--- src/design/dtc_pkg.sv ---
package dtc_pkg;

    localparam int MUL_W = 27;
    localparam int PROD_W = 54;
    localparam int QUO_W = 17;
    localparam int SOD_W = 17;
    localparam int TOTAL_W = 34;
    localparam int DAY_W = 17;
    localparam int YEAR_W = 16;
    localparam int YMOD_W = 9;

    // whole days added so the floor division works on a non-negative dividend
    localparam logic [DAY_W:0] BIAS_DAYS = 18'd24858;
    localparam logic [TOTAL_W-1:0] BIAS_SECS = 34'd2147731200;

    // 86400 = 675 * 128, the low 7 bits bypass the division
    localparam int DAY_LOW_W = 7;
    localparam logic [MUL_W-1:0] DAY_ODD = 27'd675;
    localparam logic [MUL_W-1:0] DAY_RECIP = 27'd101806633;
    localparam int DAY_SHIFT = 36;
    localparam logic [MUL_W-1:0] YEARS_PER_CYCLE = 27'd400;
    localparam logic [MUL_W-1:0] YEAR_RECIP = 27'd20972;
    localparam int YEAR_SHIFT = 23;
    localparam logic [MUL_W-1:0] SECS_PER_HOUR = 27'd3600;
    localparam logic [MUL_W-1:0] HOUR_RECIP = 27'd149131;
    localparam int HOUR_SHIFT = 29;
    localparam logic [MUL_W-1:0] SECS_PER_MIN = 27'd60;
    localparam logic [MUL_W-1:0] MIN_RECIP = 27'd4370;
    localparam int MIN_SHIFT = 18;

    localparam logic signed [YEAR_W-1:0] YEAR_MAX = 16'sd9999;
    localparam logic [YMOD_W-1:0] YMOD_LAST = 9'd399;
    localparam logic [3:0] MONTH_DEC = 4'd11;

    typedef enum logic [3:0] {
        ST_IDLE,
        ST_DAY_Q,
        ST_DAY_R,
        ST_YEAR_Q,
        ST_YEAR_R,
        ST_ROLL,
        ST_MONTH,
        ST_HOUR_Q,
        ST_HOUR_R,
        ST_MIN_Q,
        ST_MIN_R,
        ST_DONE
    } state_t;

    typedef struct packed {
        logic [MUL_W-1:0] a;
        logic [MUL_W-1:0] b;
    } mul_req_t;

    typedef struct packed {
        logic [PROD_W-1:0] prod;
    } mul_rsp_t;

    // leap test on the year taken modulo 400
    function automatic logic leap_of(input logic [YMOD_W-1:0] m);
        return (m[1:0] == 2'b00) && (m != 9'd100) && (m != 9'd200) && (m != 9'd300);
    endfunction

    function automatic logic [4:0] month_len(input logic [3:0] m, input logic leap);
        logic [4:0] len;
        case (m)
            4'd1:    len = leap ? 5'd29 : 5'd28;
            4'd3,
            4'd5,
            4'd8,
            4'd10:   len = 5'd30;
            default: len = 5'd31;
        endcase
        return len;
    endfunction

endpackage

--- src/design/dtc_divstep.sv ---
module dtc_divstep (
    input  dtc_pkg::mul_req_t req,
    output dtc_pkg::mul_rsp_t rsp
);

    // shared multiplier for reciprocal quotients and remainder products
    assign rsp.prod = {{dtc_pkg::MUL_W{1'b0}}, req.a} * {{dtc_pkg::MUL_W{1'b0}}, req.b};

endmodule

--- src/design/day_of_year_to_calendar_datetime.sv ---
// Converts year, day of year and signed UTC seconds, shifted by the time zone offset
// written on cfg_we, into calendar date and local time of day. The sequencer takes no
// new beat until it has moved the result into the output register. It steps through
// the floor division by 86400, the year modulo 400, the year roll, which moves one
// year at a time (up to about 70 years for a 32-bit second count), the month walk,
// which moves one month at a time (up to 11), and the hour and minute split; on a
// range error the month walk is skipped. The floor division by 86400, the year
// modulo 400 and the hour and minute split each use a single shared multiplier,
// first for a reciprocal quotient and then for the remainder. A finished result
// waits in the sequencer while the output register is full. in_ready is high
// whenever the sequencer is idle, also while a result waits in the output
// register.
module day_of_year_to_calendar_datetime (
    input  logic               clk,
    input  logic               rst_n,
    input  logic               cfg_we,
    input  logic signed [10:0] tz_offset_minutes,
    input  logic               in_valid,
    output logic               in_ready,
    input  logic [13:0]        year,
    input  logic [8:0]         day_number,
    input  logic signed [31:0] utc_seconds,
    output logic               out_valid,
    input  logic               out_ready,
    output logic [13:0]        out_year,
    output logic [3:0]         out_month,
    output logic [4:0]         out_day,
    output logic [4:0]         out_hour,
    output logic [5:0]         out_minute,
    output logic [5:0]         out_second,
    output logic               range_error
);

    dtc_pkg::state_t state_reg, state_next;

    logic signed [10:0] tz_reg;
    logic [dtc_pkg::MUL_W-1:0] num_reg, num_next;
    logic [dtc_pkg::QUO_W-1:0] quo_reg, quo_next;
    logic [dtc_pkg::DAY_LOW_W-1:0] low_reg, low_next;
    logic signed [dtc_pkg::YEAR_W-1:0] year_reg, year_next;
    logic [dtc_pkg::YMOD_W-1:0] ymod_reg, ymod_next;
    logic signed [dtc_pkg::DAY_W-1:0] day_reg, day_next;
    logic [3:0] mon_reg, mon_next;
    logic err_reg, err_next;
    logic [dtc_pkg::SOD_W-1:0] sod_reg, sod_next;
    logic [4:0] hour_reg, hour_next;
    logic [5:0] min_reg, min_next;

    logic out_valid_reg, out_valid_next;
    logic [13:0] out_year_reg, out_year_next;
    logic [3:0] out_month_reg, out_month_next;
    logic [4:0] out_day_reg, out_day_next;
    logic [4:0] out_hour_reg, out_hour_next;
    logic [5:0] out_minute_reg, out_minute_next;
    logic [5:0] out_second_reg, out_second_next;
    logic range_error_reg, range_error_next;

    dtc_pkg::mul_req_t mul_req;
    dtc_pkg::mul_rsp_t mul_rsp;

    logic [dtc_pkg::TOTAL_W-1:0] secs_ext, tz_ext, tz_secs, biased;
    logic [dtc_pkg::MUL_W-1:0] quo_ext, diff, sod_ext;
    logic [dtc_pkg::DAY_W:0] day_carry;
    logic [dtc_pkg::YMOD_W-1:0] ymod_prev, ymod_succ;
    logic [8:0] len_cur, len_prev;
    logic [4:0] mlen;
    logic year_bad;

    dtc_divstep u_divstep (
        .req (mul_req),
        .rsp (mul_rsp)
    );

    assign secs_ext = {{(dtc_pkg::TOTAL_W - 32){utc_seconds[31]}}, utc_seconds};
    assign tz_ext = {{(dtc_pkg::TOTAL_W - 11){tz_reg[10]}}, tz_reg};
    assign tz_secs = (tz_ext << 6) - (tz_ext << 2);
    assign biased = secs_ext + tz_secs + dtc_pkg::BIAS_SECS;

    assign quo_ext = {{(dtc_pkg::MUL_W - dtc_pkg::QUO_W){1'b0}}, quo_reg};
    assign sod_ext = {{(dtc_pkg::MUL_W - dtc_pkg::SOD_W){1'b0}}, sod_reg};
    assign diff = num_reg - mul_rsp.prod[dtc_pkg::MUL_W-1:0];
    assign day_carry = {day_reg[dtc_pkg::DAY_W-1], day_reg} + {1'b0, quo_reg}
                       - dtc_pkg::BIAS_DAYS;

    assign ymod_prev = (ymod_reg == '0) ? dtc_pkg::YMOD_LAST : ymod_reg - 9'd1;
    assign ymod_succ = (ymod_reg == dtc_pkg::YMOD_LAST) ? '0 : ymod_reg + 9'd1;
    assign len_cur = 9'd365 + {8'b0, dtc_pkg::leap_of(ymod_reg)};
    assign len_prev = 9'd365 + {8'b0, dtc_pkg::leap_of(ymod_prev)};
    assign mlen = dtc_pkg::month_len(mon_reg, dtc_pkg::leap_of(ymod_reg));
    assign year_bad = (year_reg < 0) || (year_reg > dtc_pkg::YEAR_MAX);

    always_comb
    begin
        mul_req.a = num_reg;
        mul_req.b = '0;
        case (state_reg)
            dtc_pkg::ST_DAY_Q:  mul_req.b = dtc_pkg::DAY_RECIP;
            dtc_pkg::ST_DAY_R:
            begin
                mul_req.a = quo_ext;
                mul_req.b = dtc_pkg::DAY_ODD;
            end
            dtc_pkg::ST_YEAR_Q: mul_req.b = dtc_pkg::YEAR_RECIP;
            dtc_pkg::ST_YEAR_R:
            begin
                mul_req.a = quo_ext;
                mul_req.b = dtc_pkg::YEARS_PER_CYCLE;
            end
            dtc_pkg::ST_HOUR_Q: mul_req.b = dtc_pkg::HOUR_RECIP;
            dtc_pkg::ST_HOUR_R:
            begin
                mul_req.a = quo_ext;
                mul_req.b = dtc_pkg::SECS_PER_HOUR;
            end
            dtc_pkg::ST_MIN_Q:  mul_req.b = dtc_pkg::MIN_RECIP;
            dtc_pkg::ST_MIN_R:
            begin
                mul_req.a = quo_ext;
                mul_req.b = dtc_pkg::SECS_PER_MIN;
            end
            default:            mul_req.b = '0;
        endcase
    end

    always_comb
    begin
        state_next = state_reg;
        num_next = num_reg;
        quo_next = quo_reg;
        low_next = low_reg;
        year_next = year_reg;
        ymod_next = ymod_reg;
        day_next = day_reg;
        mon_next = mon_reg;
        err_next = err_reg;
        sod_next = sod_reg;
        hour_next = hour_reg;
        min_next = min_reg;
        out_valid_next = out_valid_reg && !out_ready;
        out_year_next = out_year_reg;
        out_month_next = out_month_reg;
        out_day_next = out_day_reg;
        out_hour_next = out_hour_reg;
        out_minute_next = out_minute_reg;
        out_second_next = out_second_reg;
        range_error_next = range_error_reg;
        in_ready = 1'b0;

        case (state_reg)
            dtc_pkg::ST_IDLE:
            begin
                in_ready = 1'b1;
                if (in_valid)
                begin
                    num_next = {1'b0, biased[dtc_pkg::TOTAL_W-2:dtc_pkg::DAY_LOW_W]};
                    low_next = biased[dtc_pkg::DAY_LOW_W-1:0];
                    year_next = {2'b00, year};
                    day_next = {8'b0, day_number};
                    state_next = dtc_pkg::ST_DAY_Q;
                end
            end
            dtc_pkg::ST_DAY_Q:
            begin
                quo_next = mul_rsp.prod[dtc_pkg::DAY_SHIFT +: dtc_pkg::QUO_W];
                state_next = dtc_pkg::ST_DAY_R;
            end
            dtc_pkg::ST_DAY_R:
            begin
                sod_next = {diff[9:0], low_reg};
                day_next = day_carry[dtc_pkg::DAY_W-1:0];
                num_next = {{(dtc_pkg::MUL_W - 14){1'b0}}, year_reg[13:0]};
                state_next = dtc_pkg::ST_YEAR_Q;
            end
            dtc_pkg::ST_YEAR_Q:
            begin
                quo_next = {{(dtc_pkg::QUO_W - 6){1'b0}},
                            mul_rsp.prod[dtc_pkg::YEAR_SHIFT +: 6]};
                state_next = dtc_pkg::ST_YEAR_R;
            end
            dtc_pkg::ST_YEAR_R:
            begin
                ymod_next = diff[dtc_pkg::YMOD_W-1:0];
                state_next = dtc_pkg::ST_ROLL;
            end
            dtc_pkg::ST_ROLL:
            begin
                if (day_reg > 0 && day_reg <= $signed({8'b0, len_cur}))
                begin
                    err_next = year_bad;
                    mon_next = '0;
                    if (year_bad)
                    begin
                        num_next = sod_ext;
                        state_next = dtc_pkg::ST_HOUR_Q;
                    end
                    else
                    begin
                        state_next = dtc_pkg::ST_MONTH;
                    end
                end
                else if (day_reg <= 0)
                begin
                    year_next = year_reg - 16'sd1;
                    ymod_next = ymod_prev;
                    day_next = day_reg + $signed({8'b0, len_prev});
                end
                else
                begin
                    year_next = year_reg + 16'sd1;
                    ymod_next = ymod_succ;
                    day_next = day_reg - $signed({8'b0, len_cur});
                end
            end
            dtc_pkg::ST_MONTH:
            begin
                if (mon_reg >= dtc_pkg::MONTH_DEC || day_reg <= $signed({12'b0, mlen}))
                begin
                    num_next = sod_ext;
                    state_next = dtc_pkg::ST_HOUR_Q;
                end
                else
                begin
                    day_next = day_reg - $signed({12'b0, mlen});
                    mon_next = mon_reg + 4'd1;
                end
            end
            dtc_pkg::ST_HOUR_Q:
            begin
                quo_next = {{(dtc_pkg::QUO_W - 5){1'b0}},
                            mul_rsp.prod[dtc_pkg::HOUR_SHIFT +: 5]};
                state_next = dtc_pkg::ST_HOUR_R;
            end
            dtc_pkg::ST_HOUR_R:
            begin
                hour_next = quo_reg[4:0];
                num_next = diff;
                state_next = dtc_pkg::ST_MIN_Q;
            end
            dtc_pkg::ST_MIN_Q:
            begin
                quo_next = {{(dtc_pkg::QUO_W - 6){1'b0}},
                            mul_rsp.prod[dtc_pkg::MIN_SHIFT +: 6]};
                state_next = dtc_pkg::ST_MIN_R;
            end
            dtc_pkg::ST_MIN_R:
            begin
                min_next = quo_reg[5:0];
                num_next = diff;
                state_next = dtc_pkg::ST_DONE;
            end
            dtc_pkg::ST_DONE:
            begin
                if (!out_valid_reg || out_ready)
                begin
                    out_valid_next = 1'b1;
                    out_year_next = err_reg ? '0 : year_reg[13:0];
                    out_month_next = err_reg ? '0 : mon_reg + 4'd1;
                    out_day_next = err_reg ? '0 : day_reg[4:0];
                    out_hour_next = hour_reg;
                    out_minute_next = min_reg;
                    out_second_next = num_reg[5:0];
                    range_error_next = err_reg;
                    state_next = dtc_pkg::ST_IDLE;
                end
            end
            default:
            begin
                state_next = dtc_pkg::ST_IDLE;
            end
        endcase
    end

    always_ff @(posedge clk or negedge rst_n)
    begin
        if (!rst_n)
        begin
            state_reg <= dtc_pkg::ST_IDLE;
            out_valid_reg <= 1'b0;
            tz_reg <= '0;
        end
        else
        begin
            state_reg <= state_next;
            out_valid_reg <= out_valid_next;
            if (cfg_we)
            begin
                tz_reg <= tz_offset_minutes;
            end
        end
    end

    always_ff @(posedge clk)
    begin
        num_reg <= num_next;
        quo_reg <= quo_next;
        low_reg <= low_next;
        year_reg <= year_next;
        ymod_reg <= ymod_next;
        day_reg <= day_next;
        mon_reg <= mon_next;
        err_reg <= err_next;
        sod_reg <= sod_next;
        hour_reg <= hour_next;
        min_reg <= min_next;
        out_year_reg <= out_year_next;
        out_month_reg <= out_month_next;
        out_day_reg <= out_day_next;
        out_hour_reg <= out_hour_next;
        out_minute_reg <= out_minute_next;
        out_second_reg <= out_second_next;
        range_error_reg <= range_error_next;
    end

    assign out_valid = out_valid_reg;
    assign out_year = out_year_reg;
    assign out_month = out_month_reg;
    assign out_day = out_day_reg;
    assign out_hour = out_hour_reg;
    assign out_minute = out_minute_reg;
    assign out_second = out_second_reg;
    assign range_error = range_error_reg;

endmodule

--- config.mk ---
export PLATFORM = sky130hd
export DESIGN_NAME = day_of_year_to_calendar_datetime
export DESIGN_NICKNAME = d
export VERILOG_FILES = /design/src/design/dtc_pkg.sv /design/src/design/dtc_divstep.sv /design/src/design/day_of_year_to_calendar_datetime.sv
export SDC_FILE = /design/constraint.sdc
export NUM_CORES = 2
export LEC_CHECK = 0
export CAP_MARGIN = 20
export CORE_UTILIZATION = 40
export DETAILED_ROUTE_END_ITERATION = 8
export DONT_BUFFER_PORTS = 1
export GPL_TIMING_DRIVEN = 0
export PLACE_DENSITY = 0.52
export SLEW_MARGIN = 30
export SYNTH_ARGS = -nofsm -noshare
export SYNTH_HDL_FRONTEND = slang
export SYNTH_SLANG_ARGS = --single-unit
--- constraint.sdc ---
create_clock -name clk -period 13.7 [get_ports clk]
set_clock_uncertainty 0.05 [all_clocks]
set_input_delay 2.74 -clock clk [delete_from_list [all_inputs] [get_ports clk]]
set_output_delay 2.74 -clock clk [all_outputs]
set_load 0.005 [all_outputs]
; ---- Word-level counts from Yosys, hierarchy flattened
; Index checks and enable logic that the tools add are counted.
[totals]
register_bits = 183
inputBits = 71
word_cells = 146
[classes]
add_sub_neg = 16
multipliers = 1
n_lt_le_gt_ge = 7
n_eq_ne = 30
n_mux = 36
reduce_logical = 35
[ops]
columns = op, n
row1 = one-hot mux 27 bit (8 select lines), 1
row2 = one-hot mux 17 bit (4 select lines), 2
row3 = 2-to-1 mux 27 bit, 5
row4 = one-hot mux 27 bit (5 select lines), 1
row5 = 2-to-1 mux 17 bit, 4
row6 = multiplier 27 x 27 -> 53 bit, 1
row7 = 2-to-1 mux 16 bit, 3
row8 = one-hot mux 4 bit (12 select lines), 1
row9 = 2-to-1 mux 9 bit, 4
row10 = adder 32 x 18 -> 33 bit, 1
row11 = adder 33 bit (second input constant), 1
row12 = one-hot mux 16 bit (2 select lines), 1
row13 = subtractor 27 bit, 1
row14 = == test 4 bit (second input constant), 6
row15 = 2-to-1 mux 4 bit, 6
row16 = == test 4 x 3 -> 1 bit (second input constant), 5
row17 = adder 9 x 1 -> 9 bit (first input constant), 2
row18 = inequality test 9 x 7 -> 1 bit (second input constant), 2
row19 = inequality test 9 x 8 -> 1 bit (second input constant), 2
row20 = inequality test 9 bit (second input constant), 2
row21 = one-hot mux 9 bit (2 select lines), 1
row22 = subtractor 17 x 13 -> 18 bit, 1
row23 = adder 17 x 10 -> 17 bit, 1
row24 = adder 17 bit, 1
row25 = 37 further kinds, 70

; ---- Longest topological paths before layout
[depth]
depth_word = 11
mapped_depth = 37
depth_no_buf = 35

; ---- Modules after synthesis
; A second synthesis with hierarchy kept.
[hier_totals]
cells_unflattened = 4408
hier_area_um2 = 38954.9
[modules_own_cells]
columns = module, n_inst, cells_each, area_per_inst_um2, seq_area_each_um2
row1 = dtc_divstep, 1, 2764, 23795.3, 0.0
row2 = day_of_year_to_calendar_datetime, 1, 1644, 15159.5, 5415.2

; ---- Least setup slack after synthesis
; OpenSTA, ideal clock, no wires.
[synth_path]
path_type = register to register
start = register state_reg[1]
end = register num_reg[25] (netlist name), data pin
arrival_time_ns = 8.174
required_ns = 13.379
path_slack_ns = 5.205
stages_incl_launch_ff = 34
path_buffers = 4
period_less_slack_ns = 8.495
cell_sequence = dfrtp_1 -> nor3_1 -> or3b_1 -> clkbuf_1 -> clkbuf_1 -> buf_2 -> nor2_1 -> a21oi_1 -> nor2_1 -> fa_1 -> inv_1 -> fa_1 -> fa_1 -> fa_1 -> inv_1 -> fa_1 -> fa_1 -> inv_1 -> fa_1 -> inv_1 -> ha_1 -> clkbuf_1 -> nand4_1 -> o21a_1 -> or2_1 -> o21ai_0 -> xnor2_1 -> ha_1 -> a21oi_1 -> o21ai_0 -> a221o_1 -> a31oi_1 -> xor2_1 -> o22ai_1
[synth_via]
elab_chain_len = 6
elab_cells_between_ends = 18
[synth_lines]
columns = item, line
row1 = start: declaration, day_of_year_to_calendar_datetime.sv:34  ; dtc_pkg::state_t state_reg, state_next;
row2 = start signal: assignment, day_of_year_to_calendar_datetime.sv:277  ; state_reg <= dtc_pkg::ST_IDLE;
row3 = start signal: assignment, day_of_year_to_calendar_datetime.sv:283  ; state_reg <= state_next;
row4 = "== test 4 bit, or another cell as far along", "day_of_year_to_calendar_datetime.sv:96, day_of_year_to_calendar_datetime.sv:149"
row5 = OR reduction 4 bit (no line), n/a
row6 = 2-to-1 mux 27 bit, day_of_year_to_calendar_datetime.sv:96  ; case (state_reg)
row7 = multiplier 27 x 27 -> 53 bit, dtc_divstep.sv:7  ; assign rsp.prod = {{dtc_pkg::MUL_W{1'b0}}, req.a} * {{dtc_pkg::MUL_W{1'b0}}, req.b};
row8 = subtractor 27 bit, day_of_year_to_calendar_datetime.sv:81  ; assign diff = num_reg - mul_rsp.prod[dtc_pkg::MUL_W-1:0];
row9 = one-hot mux 27 bit (5 select lines) *, day_of_year_to_calendar_datetime.sv:149  ; case (state_reg)
row10 = net num_next (one bit), day_of_year_to_calendar_datetime.sv:37  ; logic [dtc_pkg::MUL_W-1:0] num_reg, num_next;
row11 = end signal: assignment, day_of_year_to_calendar_datetime.sv:294  ; num_reg <= num_next;
row12 = end: declaration, day_of_year_to_calendar_datetime.sv:37
; The timed path passes the listed nets; every way through them passes the cells marked *.
; A chain may end at the register's enable or synchronous reset.

; ---- Final worst setup path
[layout_path]
start = register state_reg[3]
end = register num_reg[25] (netlist name), data pin
; Same word-level chain as after synthesis.

==> impl_metrics.toml <==
[placement]
io_buffers = 0
hpwl_um = 93700
gp_congestion = 0.985

[worst_setup_path]
r2r-start = "state_reg[3]"
worstPathRequired_ns = 13.84
end_kind = "flip-flop"
cp-startpoint = "state_reg[3]"
crit_fanout = 10
ff2ff_setup_slack_ns = 2.77
cpMaxStageDelayCell = "fa_1"
cp-start-kind = "flip-flop"
arrival_ns = 11.07
worst-setup-path-type = "flip-flop to flip-flop"
max_stage_delay_ns = 0.60

[global_routing]
grt_pass1_vias = 26579
grt.total_usage_pct = 26.2
grt_start_max_net_pins = 25
grt_pass1_wl_um = 165000
antenna_found_initial = 1
gr-total-overflow = 0

[cells_and_area]
area_growth_pct = 6.58
drive_gt1_share_pct = 3.19
final_cell_mix = "inv_1 (676), ha_1 (458), fa_1 (447)"
largest_reg_flops = 27
fillers = 8285
fin_nets = 4720
final_common_cell = "inv_1"

[timing]
timing.fmax_ghz = 0.0915
period_minus_slack_ns = 10.93
setup_tns_ns = 0
worstMarginPinSlew_ns = 1.05
drv_slew = 0
rsz0062_at_grt = "false"
setup_viol = 0
slew_headroom_pct = 29.8
period_share_pct = 79.8
hold_viol = 0

[run_status]
status = "finished clean"

[drt]
ant_nets = 0
routedWlPerCell_um = 22.8
via_count = 26284
dr.pass1.iters = 6
viasPerCell = 5.44
drt_iter0_drc = 2245
wl_um = 110000
drc = 0

[clock_network]
clkLatencyLatePin_ns = 0.47
cts_resized = 0
cts_root_buf = "clkbuf_16"
cts_setup_buffers = 0
cts_tree = "built"
cts_hold_buffers = 0
cts_sinks = 183
clk_pin_slew_ns = 0.09
numCtsBuffers = 17
htree_levels = 4
clockBufferDepth = 2

[floorplan]
dieArea_um2 = 84300
fp.dieW_um = 290
placementRows = 105
ios = 114
die_h_um = 290
core_area_um2 = 82100
start_util_pct = 40.5

[flow_run]
max_cap_viol_count = 0

[logic_synthesis]
synth_fa_ha_area_share_pct = 44.1
avgSynthCellArea_um2 = 8.97
syn-cell-area_um2 = 33200
synthArstFlopShare_pct = 8.74
synth_enable_flop_cells = 167
synth-simple-area-share_pct = 12.7
synth_xor_area_share_pct = 4.35
synth_compound_area_share_pct = 12.5
ys_seq_elements = 183
synth_top_family_by_area = "adder cells"
synth_cell_types = 88
synthMuxAreaShare_pct = 0.666
synthFlopType = "edfxtp_1"
yosysWarnings = 0
synth_cells = 3706
seq_area_frac_synth_pct = 16.3

[worst_hold_path]
hold_path_class = "flip-flop to flip-flop"
hp-start = "low_reg[0]"
## per-stage QoR
stage / hold slack (ns) / instance area, um2 / setup slack [ns] / std cells / util [%]
final: 0.367 / 35400 / 2.77 / 4828 / 43.2
after global routing: 0.371 / 35400 / 2.46 / 4827 / 43.2
after floorplan: 0.350 / 33300 / 5.21 / 3714 / -
after global placement: 0.353 / 34600 / 2.30 / 4784 / 42.2
after detailed placement: 0.355 / 34800 / 3.14 / 4795 / 42.4
after CTS: 0.370 / 35400 / 3.11 / 4827 / 43.1
## critical path: cells and delay by family, from the launching register on
| kind | cells | cell delay [ns] |
|---|---|---|
| buffers and inverters | 10 | 1.95 |
| flip-flops | 1 | 0.43 |
| adder cells (fa/ha/maj) | 9 | 4.37 |
| XOR/XNOR | 2 | 0.54 |
| AO/OA/AOI/OAI | 4 | 0.91 |
| AND/OR/NAND/NOR | 9 | 2.39 |
## final cells by class
| cell class | instances | area, um2 | area share [%] |
|---|---|---|---|
| Multi-Input combinational cell | 2708 | 24800 | 70.1 |
| Sequential cell | 183 | 5420 | 15.3 |
| Inverter | 679 | 2550 | 7.19 |
| Tap cell | 1070 | 1340 | 3.78 |
| Buffer | 144 | 562 | 1.59 |
| Clock buffer | 17 | 425 | 1.20 |
| Clock inverter | 15 | 190 | 0.537 |
| Timing Repair Buffer | 11 | 123 | 0.346 |
| Antenna cell | 1 | 2.50 | 0.00706 |
## routing by layer
metal | vias up | part of all wire [%] | GRT usage, %
met5 | - | 0.0082 | 0
met4 | 2 | 3.7 | 9.04
met3 | 163 | 7.8 | 5.15
met2 | 911 | 44 | 40.4
met1 | 12998 | 45 | 36.7
li1 | 12210 | - | -
## worst paths after layout
path	to	depth (start not counted)
min in group asynchronous	tz_reg[0]	0
worst min register to register	sod_reg[0]	0
worst max register to register	num_reg[25]	34
worst max-delay path	num_reg[25]	34
max in group asynchronous	out_valid	0
worst min-delay path	sod_reg[0]	0
## cell usage after synthesis (all sizes together), types with 6 or more instances
cell      n  area share [%]
and2     20            0.38
nor3     37            0.59
and3     15            0.28
a221o    10            0.30
a31oi    22            0.43
or3       9            0.18
a222oi   12            0.36
a221oi    7            0.18
edfxtp  167              15
nor2b    35            0.66
o211ai   18            0.44
nand2b   18            0.34
o21a     16            0.36
o21ai   137             2.1
nand2   310             3.5
nand3    49            0.74
o21bai   24            0.54
nor3b     8            0.18
clkbuf  127             1.4
xor2     76             2.0
dfrtp    16             1.2
o22ai    25            0.47
a21o     81             1.8
xnor2    89             2.3
or2      24            0.45
o31ai     9            0.20
o31a      6            0.18
fa      447              27
a211oi   22            0.53
mux2      9            0.30
nand4    25            0.47
ha      458              17
nor4     11            0.21
inv     677             7.6
buf      17            0.25
nor2    386             4.4
mux2i    12            0.36
a21oi   203             3.1
## cell families (layout without fill, tap and decap cells)
family,count (synthesis),count (layout)
DFF,183,183
adders and majority gates,905,905
buffers and inverters,823,866
and+or+nand+nor,960,960
other,2,11
AOI/OAI and AO/OA,647,647
muxes,21,21
xor gates and xnor gates,165,165
Power is not shown: default switching activity piles up to over one toggle a cycle in this logic, so the estimate is an artifact.
